==> src/rtl/core/tpbdt_pkg.sv <==
package tpbdt_pkg;

    // One color, 8 bits per channel.
    typedef struct packed {
        logic [7:0] r;
        logic [7:0] g;
        logic [7:0] b;
    } rgb_t;

    typedef enum logic [2:0] {
        OP_WRITE     = 3'd0,
        OP_BLEND     = 3'd1,
        OP_MARK_ALL  = 3'd2,
        OP_AGE       = 3'd3,
        OP_READ_PIX  = 3'd4,
        OP_READ_MARK = 3'd5
    } opcode_t;

    typedef enum logic [1:0] {
        REG_PIXEL_FORMAT  = 2'd0,
        REG_CANVAS_WIDTH  = 2'd1,
        REG_CANVAS_HEIGHT = 2'd2,
        REG_TILE_MARKING  = 2'd3
    } reg_index_t;

    localparam logic [1:0] MARK_IDLE    = 2'd0;
    localparam logic [1:0] MARK_TOUCHED = 2'd1;
    localparam logic [1:0] MARK_PREV    = 2'd2;

    localparam int S_TDATA_W = 64;
    localparam int M_TDATA_W = 32;
    localparam int CFG_AW    = 4;

endpackage

==> src/rtl/core/tpbdt_blend.sv <==
// Per-channel blend (dst*(255-a) + src*a) / 255, truncated.
// Products are registered on mul_en; the divide by 255 follows combinationally.
module tpbdt_blend
    import tpbdt_pkg::*;
(
    input  logic       aclk,
    input  logic       mul_en,
    input  rgb_t       dst,
    input  rgb_t       src,
    input  logic [7:0] alpha,
    output rgb_t       result
);

    logic [7:0]  d_ch [3];
    logic [7:0]  s_ch [3];
    logic [7:0]  inv_a;
    logic [15:0] pd_reg [3];
    logic [15:0] ps_reg [3];
    logic [7:0]  q_ch [3];

    assign d_ch[0] = dst.r;
    assign d_ch[1] = dst.g;
    assign d_ch[2] = dst.b;
    assign s_ch[0] = src.r;
    assign s_ch[1] = src.g;
    assign s_ch[2] = src.b;
    assign inv_a   = 8'hFF - alpha;

    always_ff @(posedge aclk) begin
        if (mul_en) begin
            for (int c = 0; c < 3; c++) begin
                pd_reg[c] <= 16'(d_ch[c]) * 16'(inv_a);
                ps_reg[c] <= 16'(s_ch[c]) * 16'(alpha);
            end
        end
    end

    // x/255 == (x + (x >> 8) + 1) >> 8 for every x up to 255*255
    always_comb begin
        logic [16:0] sum;
        logic [16:0] adj;
        for (int c = 0; c < 3; c++) begin
            sum     = 17'(pd_reg[c]) + 17'(ps_reg[c]);
            adj     = sum + (sum >> 8) + 17'd1;
            q_ch[c] = adj[15:8];
        end
    end

    assign result.r = q_ch[0];
    assign result.g = q_ch[1];
    assign result.b = q_ch[2];

endmodule

==> config.mk <==
export PLATFORM = sky130hd
export DESIGN_NAME = tpbdt_blend
export DESIGN_NICKNAME = d
export VERILOG_FILES = /design/src/rtl/core/tpbdt_pkg.sv /design/src/rtl/core/tpbdt_blend.sv
export SDC_FILE = /design/constraint.sdc
export NUM_CORES = 1
export LEC_CHECK = 0
export BUFFER_PORTS_ARGS = -buffer_cell sky130_fd_sc_hd__buf_2
export CAP_MARGIN = 20
export CORE_MARGIN = 5
export CORE_UTILIZATION = 59
export CTS_CLUSTER_DIAMETER = 150
export DETAILED_ROUTE_END_ITERATION = 7
export PLACE_DENSITY = 0.84
export SKIP_CTS_REPAIR_TIMING = 1
export SLEW_MARGIN = 10
export SYNTH_ARGS = -nofsm -noshare
export SYNTH_HDL_FRONTEND = slang
export SYNTH_SLANG_ARGS = --single-unit
==> constraint.sdc <==
create_clock -name aclk -period 5.45 [get_ports aclk]
set_input_delay 1.3625 -clock aclk [delete_from_list [all_inputs] [get_ports aclk]]
set_output_delay 1.3625 -clock aclk [all_outputs]
set_load 0.05 [all_outputs]
==> impl_metrics.toml <==
[outcome]
status = "finished with violations"
violations = "setup timing"

[clock_tree]
cts_root_buf = "clkbuf_16"
cts_buffers = 9
clk_pin_slew_worst_paths_ns = 0.08
cts_buffer_depth = 2
cts_tree = "built"
numClockSinks = 96
htree_num_levels = 3

[hold_path]
hold_class = "in -> reg"

[synth]
synth_cells = 2019
synth_seq_cells = 96
synth-edff-count = 96
ys_seq_area_share_pct = 15.39
synth_flop_cell = "edfxtp_1"
synth_area_um2 = 18730
synthDistinctLibCells = 69
synth_async_sr_flop_share_pct = 0
syn-num-nets = 2584
avgSynthCellArea_um2 = 9.276
ys_warn_count = 0

[die]
start_util_pct = 59.50
row_count = 65
die_h_um = 188.2
core_um2 = 31470
dieArea_um2 = 35410
die_w_um = 188.2
ioPinCount = 82

[sta]
rsz0062_at_grt = "yes"
fin_ws_ns = -0.5704
setup_violations = 13
min_period_ns = 6.020
tightest_slew_ns = 0.9298
maxSlewViolCount = 0
timing.final.crit_share_pct = 110.5
max_slew_margin_pct = 38.01
fmax_mhz = 166.1
hold_viol_final = 0
whs_ns = 1.416

[critical_path]
critPathLaunch = "ps_reg[0][39]"
endpoint = "result[7]"
crit_path_end_kind = "output pin"
worst-setup-path-type = "reg -> out"
cp.arrival_ns = 4.66
worstPathRequired_ns = 4.09
crit_path_max_fanout = 3
cp-start-kind = "flip-flop"

[job]
maxCapViolCount = 0

[global_route]
grt_max_degree = 67
antenna_found_initial = 7
grt_use_total_pct = 24.66
grt_pass1_wl_um = 72470
first_global_vias = 15535
grt-ovfl-total = 0

[layout]
nNetsFinal = 2797
most-common-layout-cells = "inv_1 (336), ha_1 (266), fa_1 (216)"
fin_area_um2 = 21890
final_common_cell = "inv_1"
drive_gt1_share_pct = 16.81
syn2layout_area_growth_pct = 16.86
utilization_pct = 69.54

[route]
vias_per_cell = 5.622
drc = 0
routedWlPerCell_um = 16.90
ant_nets = 0
first_iter_violations = 823
drtPass1Iterations = 5
vias = 14854
wirelength_um = 44650

[place]
placed_area_um2 = 20610
portBuffers = 81
post-dp-hpwl_um = 34970
gp_congestion = 0.9052
[cell families (layout without fill, tap and decap cells)]
| kind of cell | count (synthesis) | count (layout) | synth area share (%) |
|---|---|---|---|
| multiplexers | 1 | 1 | 0.06012 |
| XOR/XNOR | 115 | 115 | 5.378 |
| adder cells (fa/ha/maj) | 507 | 507 | 42.65 |
| other | 0 | 3 | 0 |
| flip-flops | 96 | 96 | 15.39 |
| AND/OR/NAND/NOR | 672 | 672 | 20.10 |
| buffers and inverters | 383 | 601 | 7.696 |
| AO/OA/AOI/OAI | 245 | 245 | 8.725 |
[routing by layer]
metal / share of wire, % / vias up / track usage (%) / routed length [um]
met5: 0.15 / - / 0 / 69
met2: 51 / 420 / 44.39 / 22800
li1: - / 6997 / - / -
met3: 4.8 / 130 / 3.797 / 2151
met4: 3.2 / 10 / 8.075 / 1413
met1: 41 / 7297 / 30.31 / 18220
[worst max-delay path, stage by stage, from the launching register on]
cell and delay, ns:
edfxtp_1 0.43, ha_4 0.27, buf_6 0.11, and4_4 0.19
a21oi_2 0.13, or3b_1 0.36, o221a_1 0.26, o211ai_2 0.17
or4b_4 0.50, o311ai_4 0.11, ha_2 0.28, o21a_1 0.19
nor2_4 0.06, a211oi_4 0.20, nand4_1 0.19, nor4_1 0.35
buf_4 0.18, xor2_2 0.14, buf_6 0.18
[final cells by class]
class	instances	area (um^2)
multi-input cells	1540	15110
fillers	2200	9588
flip-flops and latches	96	2883
repair buffers	246	1809
inverters	339	1272
well taps	402	503.0
clock buffers	10	229.0
clock inverters	6	67.56
diodes	3	7.507
[metrics by stage]
stage,setup slack (ns),cells,setup TNS [ns]
after floorplan,-0.2409,2019,-0.7135
after global placement,-0.1206,2597,-1.150
after detailed placement,-0.2529,2597,-4.079
after CTS,-0.6569,2613,-7.259
after global routing,-0.8420,2641,-5.379
final,-0.5704,2642,-2.368
[worst min-delay path by stage]
stage / startpoint / to / slack (ns) / depth (start not counted)
after floorplan: mul_en / pd_reg[0][0] / 1.48 / 0
after global placement: src[16] / ps_reg[0][0] / 1.79 / 2
after detailed placement: dst[8] / pd_reg[0][16] / 1.82 / 2
after CTS: dst[8] / pd_reg[0][16] / 1.40 / 2
after global routing: dst[8] / pd_reg[0][16] / 1.45 / 2
final: dst[8] / pd_reg[0][16] / 1.42 / 2
[synth_stat cells, types with 24 or more instances]
cell	number	area, um^2
nand3_1	25	125.1
o21ai_0	46	230.2
nor2b_1	186	1164
nand2_1	93	349.1
nor2_1	84	315.3
fa_1	219	4384
and2_1	158	988.5
nand2b_1	49	306.5
ha_1	288	3603
nor3_1	24	120.1
edfxtp_1	96	2883
clkbuf_1	43	161.4
inv_1	339	1272
a21oi_1	68	340.3
xnor2_1	98	858.3
Power is left out: the tool's default activity adds up to more than one toggle a clock period on the data nets, which glitch-free logic cannot reach.
